File: config.mk
export PLATFORM = sky130hd
export DESIGN_NAME = es_ctrl
export DESIGN_NICKNAME = d
export VERILOG_FILES = /design/src/rtl/core/es_pkg.sv /design/src/rtl/core/es_ctrl.sv
export SDC_FILE = /design/constraint.sdc
export NUM_CORES = 1
export LEC_CHECK = 0
export BUFFER_PORTS_ARGS = -buffer_cell sky130_fd_sc_hd__buf_4
export CORE_AREA = 3 3 40 42
export CTS_CLUSTER_DIAMETER = 30
export DETAILED_ROUTE_END_ITERATION = 7
export DIE_AREA = 0 0 43 45
export GPL_ROUTABILITY_DRIVEN = 0
export PLACE_DENSITY = 0.66
export SYNTH_ARGS = -nofsm -noshare
export SYNTH_HDL_FRONTEND = slang
export SYNTH_SLANG_ARGS = --single-unit
File: constraint.sdc
create_clock -name clk -period 3.8 [get_ports clk]
set_input_delay 0.38 -clock clk [delete_from_list [all_inputs] [get_ports clk]]
set_output_delay 0.38 -clock clk [all_outputs]
set_load 0.03 [all_outputs]
File: src/rtl/core/es_pkg.sv
package es_pkg;

    localparam int INDEX_W = 10;
    localparam int COUNT_W = 11;
    localparam int POS_W   = 11;
    localparam int IDX_W   = 12;

    localparam logic CMD_WRITE  = 1'b0;
    localparam logic CMD_SEARCH = 1'b1;

    typedef enum logic [3:0] {
        DP_NOP      = 4'd0,
        DP_START    = 4'd1,
        DP_I_ONE    = 4'd2,
        DP_DOUBLE   = 4'd3,
        DP_BIN_INIT = 4'd4,
        DP_BIN_STEP = 4'd5,
        DP_HIT0     = 4'd6,
        DP_HIT_MID  = 4'd7,
        DP_MISS     = 4'd8
    } dp_op_t;

    typedef struct packed {
        dp_op_t op;
        logic   mem_write;
        logic   out_load;
    } dp_ctrl_t;

    typedef struct packed {
        logic key_eq;
        logic key_gt;
        logic one_lt_n;
        logic dbl_lt_n;
        logic bin_stop;
        logic out_free;
    } dp_stat_t;

endpackage

File: src/rtl/core/es_ctrl.sv
module es_ctrl
    import es_pkg::*;
(
    input  logic     clk,
    input  logic     rst_n,
    input  logic     req_valid,
    input  logic     req_command,
    output logic     req_ready,
    input  dp_stat_t stat,
    output dp_ctrl_t ctrl
);

    typedef enum logic [5:0] {
        S_IDLE  = 6'b000001,
        S_CHK0  = 6'b000010,
        S_EXP   = 6'b000100,
        S_BINIT = 6'b001000,
        S_BIN   = 6'b010000,
        S_POST  = 6'b100000
    } state_t;

    state_t state_reg;
    state_t state_next;

    always_ff @(posedge clk or negedge rst_n)
    begin
        if (!rst_n)
        begin
            state_reg <= S_IDLE;
        end
        else
        begin
            state_reg <= state_next;
        end
    end

    always_comb
    begin
        state_next     = state_reg;
        req_ready      = 1'b0;
        ctrl.op        = DP_NOP;
        ctrl.mem_write = 1'b0;
        ctrl.out_load  = 1'b0;
        case (state_reg)
            S_IDLE:
            begin
                req_ready = 1'b1;
                if (req_valid)
                begin
                    if (req_command == CMD_SEARCH)
                    begin
                        ctrl.op    = DP_START;
                        state_next = S_CHK0;
                    end
                    else
                    begin
                        ctrl.mem_write = 1'b1;
                    end
                end
            end
            S_CHK0:
            begin
                if (stat.key_eq)
                begin
                    ctrl.op    = DP_HIT0;
                    state_next = S_POST;
                end
                else
                begin
                    ctrl.op    = DP_I_ONE;
                    state_next = stat.one_lt_n ? S_EXP : S_BINIT;
                end
            end
            S_EXP:
            begin
                // The probed element is not above the key, so the bound doubles.
                if (stat.key_eq || stat.key_gt)
                begin
                    ctrl.op    = DP_DOUBLE;
                    state_next = stat.dbl_lt_n ? S_EXP : S_BINIT;
                end
                else
                begin
                    state_next = S_BINIT;
                end
            end
            S_BINIT:
            begin
                ctrl.op    = DP_BIN_INIT;
                state_next = S_BIN;
            end
            S_BIN:
            begin
                if (stat.key_eq)
                begin
                    ctrl.op    = DP_HIT_MID;
                    state_next = S_POST;
                end
                else if (stat.bin_stop)
                begin
                    ctrl.op    = DP_MISS;
                    state_next = S_POST;
                end
                else
                begin
                    ctrl.op = DP_BIN_STEP;
                end
            end
            S_POST:
            begin
                if (stat.out_free)
                begin
                    ctrl.out_load = 1'b1;
                    state_next    = S_IDLE;
                end
            end
            default:
            begin
                state_next = S_IDLE;
            end
        endcase
    end

endmodule

**After elaboration in Yosys (flattened, before gate mapping)**

Index checks and enable logic that the tools add are counted.

- Mux-type cells: 22
- Reductions and logical operators: 2
- Eq/ne operators: 10

Operators with widths:

| cell | count |
|---|---|
| $mux 6 | 6 |
| $pmux 6 s6 | 1 |
| $mux 4 | 5 |
| $pmux 4 s5 | 1 |
| $eq 6x1->1 const B | 1 |
| $eq 6x2->1 const B | 1 |
| $eq 6x3->1 const B | 1 |
| $eq 6x4->1 const B | 1 |
| $eq 6x5->1 const B | 1 |
| $eq 6x6->1 const B | 1 |
| $mux 1 | 6 |
| $ne 2x2->1 const B | 3 |
| $mux 5 | 1 |
| $reduce_and 4->1 | 1 |
| $mux 3 | 1 |
| $ne 3x3->1 const B | 1 |
| $mux 2 | 1 |
| $logic_or 1x1->1 | 1 |

- Input bits: 10
- Register bits: 6
- Logic and storage cells: 35
- Output and inout port bits: 7

**Depth between registers and ports, before layout**

Gate-level depths: netlist of run 1.

- Depth in word-level cells: 3
- Gate-level depth with buffers: 5
- Depth with buffers taken out: 4

**Least setup slack after synthesis of run 1**

OpenSTA, ideal clock, no wires.

- Kind: reg-to-output
- Start: reg state_reg[4]
- End: out ctrl[1] in the netlist's numbering
- Setup slack: 1.847 ns
- Cell stages (with the launch flop): 5
- Arrival time: 1.573 ns
- Path buffers: 1
- Cell sequence: dfrtp_1 buf_6 nor3_4 nand3_1 nor4b_2

RTL lines:

| element | RTL line | text |
|---|---|---|
| from (decl) | es_ctrl.sv:22 | `state_t state_reg;` |
| from (signal assigned) | es_ctrl.sv:33 | `state_reg <= state_next;` |
| to (decl) | es_ctrl.sv:10 | `output dp_ctrl_t ctrl` |

==> results.md, run 1 <==
* DR pass1 iterations at 4
* Synth warn at 0
* Die X at ~43 um
* Fin Setup TNS at 0 ns
* Sequential share of the synthesized area at 0.279
* Max Clock Skew at around 0.0013 ns
* Worst path top cell family by delay: simple AND/OR/NAND/NOR gates
* CTS H-tree lvls at 1
* Commonest non-fill, non-tap cell in the layout: buf_4
* Maximum VDD drop at 0.204 mV
* PortBufs at 16
* Worst-path fanout max at 10
* Mapped Nets at 75
* Initial DRC Count at 11
* Number of nets in the layout at between 90 and 100
* Vias per cell at 5.65
* First-pass GRT wire length at about 2100 um
* Synth Cell Area at approximately 540 um^2
* Die area at 0.00194 mm^2
* Clock slew at reported path FFs at approximately 0.050 ns
* Crit path launch: state_reg[4]
* Placed inst area at between 600 and 700 um^2
* Avg WL per Cell at around 13 um
* Crit path buf inv count at 1
* RSZ-0062 raised after global routing: no
* Vias in the first global route at slightly below 500
* Via count at about 540
* Final hold viol count at 0
* Total CTS buffers at 3
* Core area at roughly 0.0013 mm^2
* Dominant cells by area after synthesis: dfrtp_1 23%, dfstp_2 4.8%, buf_6 4.1%, nand2_1 4.1%, nor2_1 4.1%
* P&R area growth vs syn at 24.2%
* Rel. slew slack at 0.749
* # DRC at 0
* Power density over cell area at 460 mW/mm^2
* Hold Crit Depth at 2
* Gr usage total at 0.148
* Multiplexer share of the synthesized area at 0
* Post-detail-place hpwl at ~960 um
* Cell depth of the worst setup path at 5
* Adder-cell share of the synthesized area at 0
* Slowest CP cell: dfrtp_1
* Site Rows at 13
* Initial antenna violation count at 0
* Routed Antenna Nets at 0
* CP endpoint kind: output pin
* Hold_sp: stat[2]
* Avg Inst Size Synth at around 8.4 um^2
* Status: completed
* Finished Cell Area at 674 um^2
* Compound-Gate Fraction of Synth Area at 0.205
* TritonCTS clock tree: built
* Worst Tran Pin Value at between 0.3 and 0.4 ns
* Clock Tree Root: clkbuf_4
* Biggest area consumer among synthesized cells: dfrtp_1
* Share of the synthesized area in the top cell type at 0.230
* Hold Path Sink: state_reg[3]
* IO Pins at 17
* Fmax at 0.458 GHz
* Final Critical Period at about 2.2 ns
* Post-Synthesis Cells at between 60 and 70
* P_leak at slightly above 0.3 nW
* Flip-flop count of the largest register after layout at 6
* Setup Viol. Count Final at 0
* Fillers at between 100 and 150
* Clock Sinks at 6
* Die Y at ~45 um
* GR Overflow Total at 0
* Postcts setup bufs at 0
* Layout cells sized above 1 at 0.338
* CP Data Arrival Time at approximately 1.8 ns
* Reg2Reg Depth at 4
* Setup Crit Path Kind: reg2out
* Util after Layout at 0.525
* Yosys reg bits at 6
* Reg2reg start: state_reg[4]
* Startpoint types: flip-flop
* Largest net degree at the start of global routing at 11
* XOR/XNOR Fraction of Synth Area at 0.0323
* Hold WC Path Type: in2reg
* Largest family of logic cells by synthesized area: simple AND/OR/NAND/NOR gates
* Final period util at 0.575
* Pins Over Slew Limit at 0
* Most frequent cells in the layout: 16 x buf_4, 6 x nor2_1, 6 x nand2_1
* CP max stage delay at between 0.5 and 0.6 ns
* R2R Setup Slk at 2.33 ns
* Initial Utilization at 0.423
* Worst-Skew Late Latency at about 0.25 ns
* Reg2Reg Capture Point: state_reg[3]
* Overall routed net length at between 1000 and 1500 um
* Simple logic cell fraction of the synthesized area at 0.369
* Cell Chain, Critical Path: nor3_4, nand3_1, nor3_2, a221o_1, buf_4
* Worst EP required at 3.42 ns
* Clock Path Buffers at 2
* Max-cap violations at 0
* Number of distinct library cells after synthesis at 35
* Ant diodes at 0
-- routing by layer --
metal  vias up  track usage  wire length [um]
met3         2       0.0279                62
li1        267            -                 -
met5         -            0                 0
met2        14        0.234               562
met1       254        0.187               570
met4         0       0.0904                24
-- synth_stat cells --
master	count
a21oi_1	1
a221o_1	2
a221oi_1	1
a41oi_1	1
and3_1	1
buf_2	2
buf_4	1
buf_6	2
clkbuf_1	1
dfrtp_1	5
dfstp_2	1
inv_1	5
nand2_1	6
nand2b_1	1
nand2b_2	1
nand3_1	3
nand3b_1	2
nor2_1	6
nor2_4	1
nor2b_1	2
nor3_2	1
nor3_4	1
nor4_1	1
nor4_2	1
nor4b_1	1
nor4b_2	1
o211ai_1	2
o21ai_0	4
o21ai_1	2
o22a_1	1
o22ai_1	1
o32ai_1	1
or4_4	1
xnor2_1	1
xor2_1	1
-- layout make-up --
| type | instances | area (um^2) | area share |
|---|---|---|---|
| clock buffer | 4 | 26.3 | 0.0390 |
| timing repair buffer | 17 | 130 | 0.193 |
| multi-input combinational | 48 | 329 | 0.488 |
| inverter | 5 | 18.8 | 0.0278 |
| sequential | 6 | 151 | 0.224 |
| tap | 15 | 18.8 | 0.0278 |
-- worst reg2reg max path, cell delays in order (launching register included) --
cell and delay [ns]:
dfrtp_1 0.51, nor3_4 0.30, nand3_1 0.21, o22a_1 0.25, o22ai_1 0.13
-- timing repair --
action,CTS,global route
hold endpoints to repair,5,0
resized for setup,0,0
hold buffers,1,0
-- worst max-delay path by stage --
stage	slack, ns	to
after CTS	1.59	ctrl[2]
after floorplan	1.85	ctrl[1]
after global placement	1.86	ctrl[2]
final	1.62	ctrl[2]
after global routing	1.43	ctrl[2]
after detailed placement	1.88	ctrl[2]
-- cells by family (layout without fill, tap and decap cells) --
| kind of cell | count (synthesis) | after routing |
|---|---|---|
| buf+inv | 11 | 26 |
| compound gates | 16 | 16 |
| simple gates | 30 | 30 |
| flops | 6 | 6 |
| xor+xnor | 2 | 2 |
-- report_power, final --
| group | total, W | switching [W] | internal, W |
|---|---|---|---|
| sequential | 0.0000984 | 0.0000215 | 0.0000770 |
| combinational | 0.000146 | 0.0000806 | 0.0000654 |
| clock | 0.0000656 | 0.0000257 | 0.0000399 |
-- metrics by stage --
stage / hold slack [ns] / power, W / setup WS (ns) / cells
final: 0.336 / 0.000310 / 1.62 / 95
after global routing: 0.327 / 0.000334 / 1.43 / 95
after CTS: 0.328 / 0.000313 / 1.59 / 95
after detailed placement: 0.188 / 0.000243 / 1.88 / 90
after global placement: 0.186 / 0.000244 / 1.86 / 90
after floorplan: 0.0844 / 0.000205 / 1.85 / 65
(Power assumes the default switching activity.)
==> run 2: changes to the inputs <==
PLACE_DENSITY = 0.69   (was 0.66)
clock period = 2 ns   (was 3.8 ns; I/O delays follow)
==> run 2 against run 1 <==
  * Power is 100% higher
  * Critical path depth is 1 lower
  * Register-to-register slack worse by 1.8 ns
  * Global-route usage is 0.34 points higher
  * Non-clock buffer count is 4 higher
==> results.md, run 2 (same netlist as run 1, synthesis figures left out) <==
* Hold Crit Depth at 2
* Hold Path Sink: state_reg[3]
* Final period util at 0.954
* Vias per cell at between 5 and 6
* DR pass1 iterations at 4
* Worst EP required at 1.80 ns
* Setup Viol. Count Final at 0
* Status: completed
* Die Y at between 40 and 50 um
* Total CTS buffers at 3
* # DRC at 0
* TritonCTS clock tree: built
* CP Data Arrival Time at roughly 1.7 ns
* Reg2Reg Capture Point: state_reg[3]
* Worst Tran Pin Value at 0.353 ns
* Layout cells sized above 1 at 0.405
* IO Pins at 17
* Max-cap violations at 0
* GR Util met1 at 0.195
* CTS H-tree lvls at 1
* Routed Antenna Nets at 0
* GR Overflow Total at 0
* M3 GR Usage at 0.0359
* Startpoint types: flip-flop
* Initial antenna violation count at 0
* Ant diodes at 0
* Area of the multi-input gates at 334 um^2
* Setup Crit Path Kind: reg2out
* Core area at ~0.0013 mm^2
* R2R Setup Slk at roughly 0.5 ns
* Fillers at 119
* Commonest non-fill, non-tap cell in the layout: buf_4
* Overall routed net length at 1370 um
* Final hold viol count at 0
* Power density over cell area at between 800 and 900 mW/mm^2
* Gr usage total at 0.151
* Avg WL per Cell at around 14 um
* Clock slew at reported path FFs at approximately 0.06 ns
* Via count at roughly 550
* Largest net degree at the start of global routing at 11
* Initial Utilization at 0.423
* Fmax at roughly 0.52 GHz
* Worst-Skew Late Latency at roughly 0.26 ns
* Hold_sp: stat[2]
* Hold WC Path Type: in2reg
* Final Critical Period at around 1.9 ns
* Die X at about 43 um
* Initial DRC Count at 17
* Util after Layout at 0.554
* Inst Count DP at 92
* Rel. slew slack at 0.765
* Reg area at between 150 and 200 um^2
* Maximum VDD drop at approximately 0.45 mV
* Pins Over Slew Limit at 0
* Die area at approximately 0.0019 mm^2
* Site Rows at 13
* PortBufs at 16
* Worst-path fanout max at 9
* CP endpoint kind: output pin
* Post-detail-place hpwl at around 980 um
* P&R area growth vs syn at 31.1%
* Reg2Reg Depth at 5
* Max Clock Skew at roughly 0.014 ns
* Clock Tree Root: clkbuf_4
* Vias in the first global route at 465
* Post-Layout Cell Count at ~100
* Most frequent cells in the layout: 20 x buf_4, 6 x nor2_1, 6 x nand2_1
* GR Util met2 at 0.240
* P_leak at approximately 0.32 nW
* Clock Sinks at 6
* Global-route layer with the greatest usage: met2
* Reg2reg start: state_reg[3]
* Clock Path Buffers at 2
* First-pass GRT wire length at 2130 um
* Flip-flop count of the largest register after layout at 6
* Number of nets in the layout at 95
-- run 2: changes by cell type in the layout (fill, tap and decap cells not counted) --
cell,before,now
buf_4,16,20
dfrtp_1,5,3
dfrtp_2,0,2
nand3_1,3,2
nand3_2,0,1
-- run 2: critical path, stage by stage, from the launching register on --
cell and delay [ns]:
dfrtp_1 0.49, or4_4 0.49, nor2_4 0.15, a221o_1 0.16, buf_4 0.16
-- run 2: timing repair --
| item | in CTS | in global routing |
|---|---|---|
| setup endpoints to repair | 1 | 2 |
| pin swaps | 0 | 1 |
| buffers inserted | 0 | 2 |
| resized for setup | 2 | 1 |
| hold endpoints to repair | 6 | 0 |
| hold buffers | 1 | 0 |
-- run 2: power breakdown --
group          internal [W]  switching (W)
sequential         0.000147      0.0000342
clock             0.0000764      0.0000562
combinational      0.000138       0.000170
-- run 2: metrics by stage --
step	worst slack (ns)	hold WS, ns	setup TNS, ns	total power, W	instance area, um^2
final	0.0926	0.132	0	0.000621	712
after floorplan	0.227	-0.0956	0	0.000389	543
after global routing	-0.0136	0.132	-0.0136	0.000664	712
after CTS	0.00711	0.125	0	0.000613	692
after global placement	0.323	0.00833	0	0.000476	653
after detailed placement	0.298	0.00970	0	0.000473	653
-- run 2: layout make-up --
class / instances / share of cell area
Tap cell: 15 / 0.0264
Sequential cell: 6 / 0.216
Multi-Input combinational cell: 48 / 0.469
Clock buffer: 4 / 0.0369
Inverter: 5 / 0.0264
Timing Repair Buffer: 21 / 0.225
-- run 2: how the worst max path moves through the flow --
| stage | start | end | slack (ns) |
|---|---|---|---|
| 2_1_floorplan | state_reg[4] | ctrl[1] | 0.23 |
| 4_1_cts | state_reg[4] | ctrl[2] | 0.007 |
| 5_1_grt | state_reg[3] | ctrl[2] | -0.01 |
| 3_3_place_gp | state_reg[4] | ctrl[2] | 0.32 |
| 6_report | state_reg[2] | ctrl[2] | 0.09 |
| 3_5_place_dp | state_reg[4] | ctrl[2] | 0.30 |
-- run 2: layer usage --
| metal | routed length (um) | vias up |
|---|---|---|
| met2 | 657 | 22 |
| met4 | 10 | 0 |
| met5 | 0 | - |
| met3 | 98 | 3 |
| met1 | 607 | 254 |
| li1 | - | 272 |
==> run 3: changes to the inputs <==
PLACE_DENSITY = 0.66   (was 0.69)
clock period = 1.8 ns   (was 2 ns; I/O delays follow)
==> run 3 against run 2 <==
  * The run now ends with negative setup slack left
  * Sequential cell count is the same
  * Worst hold slack lost 0.0010 ns
  * Register-to-register slack lost 0.20 ns
  * Sequential power grew 10%
  * Critical endpoint unchanged
  * Largest cell class unchanged
==> results.md, run 3 (same netlist as run 1, synthesis figures left out) <==
* Startpoint types: flip-flop
* Number of nets in the layout at 100
* DR pass1 iterations at 4
* Inst Count DP at 94
* Util after Layout at 0.600
* Initial DRC Count at 22
* Clock Path Buffers at 2
* Largest net degree at the start of global routing at 10
* # DRC at 0
* Die Y at 45 um
* Status: complete, but fails checks
* Vias per cell at around 5.4
* Setup Crit Path Kind: reg2out
* Commonest non-fill, non-tap cell in the layout: buf_4
* Site Rows at 13
* Post-Layout Cell Count at 104
* PortBufs at 16
* Overall routed net length at 1510 um
* Total CTS buffers at 3
* Max-cap violations at 0
* Finished Cell Area at 771 um^2
* Failing checks: negative setup slack
* Die area at approximately 0.0019 mm^2
* Ant diodes at 0
* Core area at roughly 0.0013 mm^2
* Worst Tran Pin Value at 0.353 ns
* Initial Utilization at 0.423
* Fin Setup TNS at -0.0218 ns
* Hold WC Path Type: in2reg
* Routed Antenna Nets at 0
* Power density over cell area at roughly 930 mW/mm^2
* CP Data Arrival Time at around 1.6 ns
* IO Pins at 17
* Rel. slew slack at 0.763
* Fillers at between 100 and 150
* Placed inst area at 668 um^2
* Fmax at 0.549 GHz
* Gr usage total at 0.169
* Initial antenna violation count at 0
* Final hold viol count at 0
* CP endpoint kind: output pin
* Via count at between 500 and 600
* P_leak at 0.355 nW
* Worst-Skew Late Latency at between 0.2 and 0.3 ns
* Layout cells sized above 1 at 0.427
* Most frequent cells in the layout: 25 x buf_4, 6 x nor2_1, 6 x nand2_1
* Vias in the first global route at between 500 and 600
* RSZ-0062 raised after global routing: yes
* Avg WL per Cell at between 10 and 15 um
* TritonCTS clock tree: built
* Final period util at 1.01
* CTS H-tree lvls at 1
* Clock Tree Root: clkbuf_4
* Final Critical Period at approximately 1.8 ns
* P&R area growth vs syn at 41.9%
* Clock Sinks at 6
* Worst slack, placed at 0.162 ns
* Worst-path fanout max at 8
* Worst EP required at between 1.5 and 2 ns
* Max Clock Skew at 0.0134 ns
* GR Overflow Total at 0
* Pins Over Slew Limit at 0
* First-pass GRT wire length at 2380 um
* Final WS setup at -0.0218 ns
* Die X at ~43 um
* Setup Viol. Count Final at 1
* Flip-flop count of the largest register after layout at 6
* Post-detail-place hpwl at about 1100 um
* Clock slew at reported path FFs at about 0.060 ns
* Maximum VDD drop at about 0.51 mV
run 3: per-stage QoR:
| step | total power, W | hold WS [ns] |
|---|---|---|
| floorplan | 0.000433 | -0.116 |
| global placement | 0.000529 | -0.0109 |
| detailed placement | 0.000530 | -0.00660 |
| CTS | 0.000687 | 0.122 |
| global route | 0.000767 | 0.138 |
| finish | 0.000720 | 0.131 |
run 3: worst max-delay path: stages (launching register included):
cell	delay [ns]
dfrtp_2	0.46
nor3_4	0.31
nand3_4	0.15
nor3_4	0.18
a221o_1	0.14
buf_4	0.15
run 3: final timing paths:
path | start | cells past startpoint | to | slack, ns
max in group asynchronous | rst_n | 2 | state_reg[0] | 1.30
worst min-delay path | stat[2] | 2 | state_reg[3] | 0.13
worst min register to register | state_reg[5] | 2 | state_reg[4] | 0.57
worst max-delay path | state_reg[2] | 5 | ctrl[2] | -0.02
min in group asynchronous | rst_n | 2 | state_reg[3] | 0.28
worst max register to register | state_reg[2] | 4 | state_reg[0] | 0.30
run 3: cell type report:
| type | instances | area, um^2 | area share |
|---|---|---|---|
| multi-input combinational | 48 | 357 | 0.463 |
| tap | 15 | 18.8 | 0.0244 |
| sequential | 6 | 153 | 0.198 |
| inverter | 5 | 18.8 | 0.0244 |
| clock buffer | 4 | 26.3 | 0.0341 |
| timing repair buffer | 26 | 198 | 0.256 |
run 3: timing repair:
| action | in CTS | in global routing |
|---|---|---|
| setup endpoints to repair | 2 | 3 |
| gates cloned | 0 | 0 |
| pin swaps | 3 | 1 |
| hold buffers | 1 | 0 |
| resized for setup | 2 | 3 |
| hold endpoints to repair | 6 | 0 |
| setup buffers | 2 | 3 |
run 3: per-layer routing:
layer,part of all wire,up-vias,track usage
li1,-,283,-
met1,0.41,247,0.211
met2,0.52,24,0.269
met3,0.050,4,0.0319
met4,0.016,0,0.108
met5,0,-,0
run 3: power breakdown:
group	switching, W	internal [W]	total [W]	leakage, nW
logic	0.000208	0.000169	0.000377	0.262
clock network	0.0000580	0.0000846	0.000143	0.0150
registers	0.0000373	0.000163	0.000200	0.0780
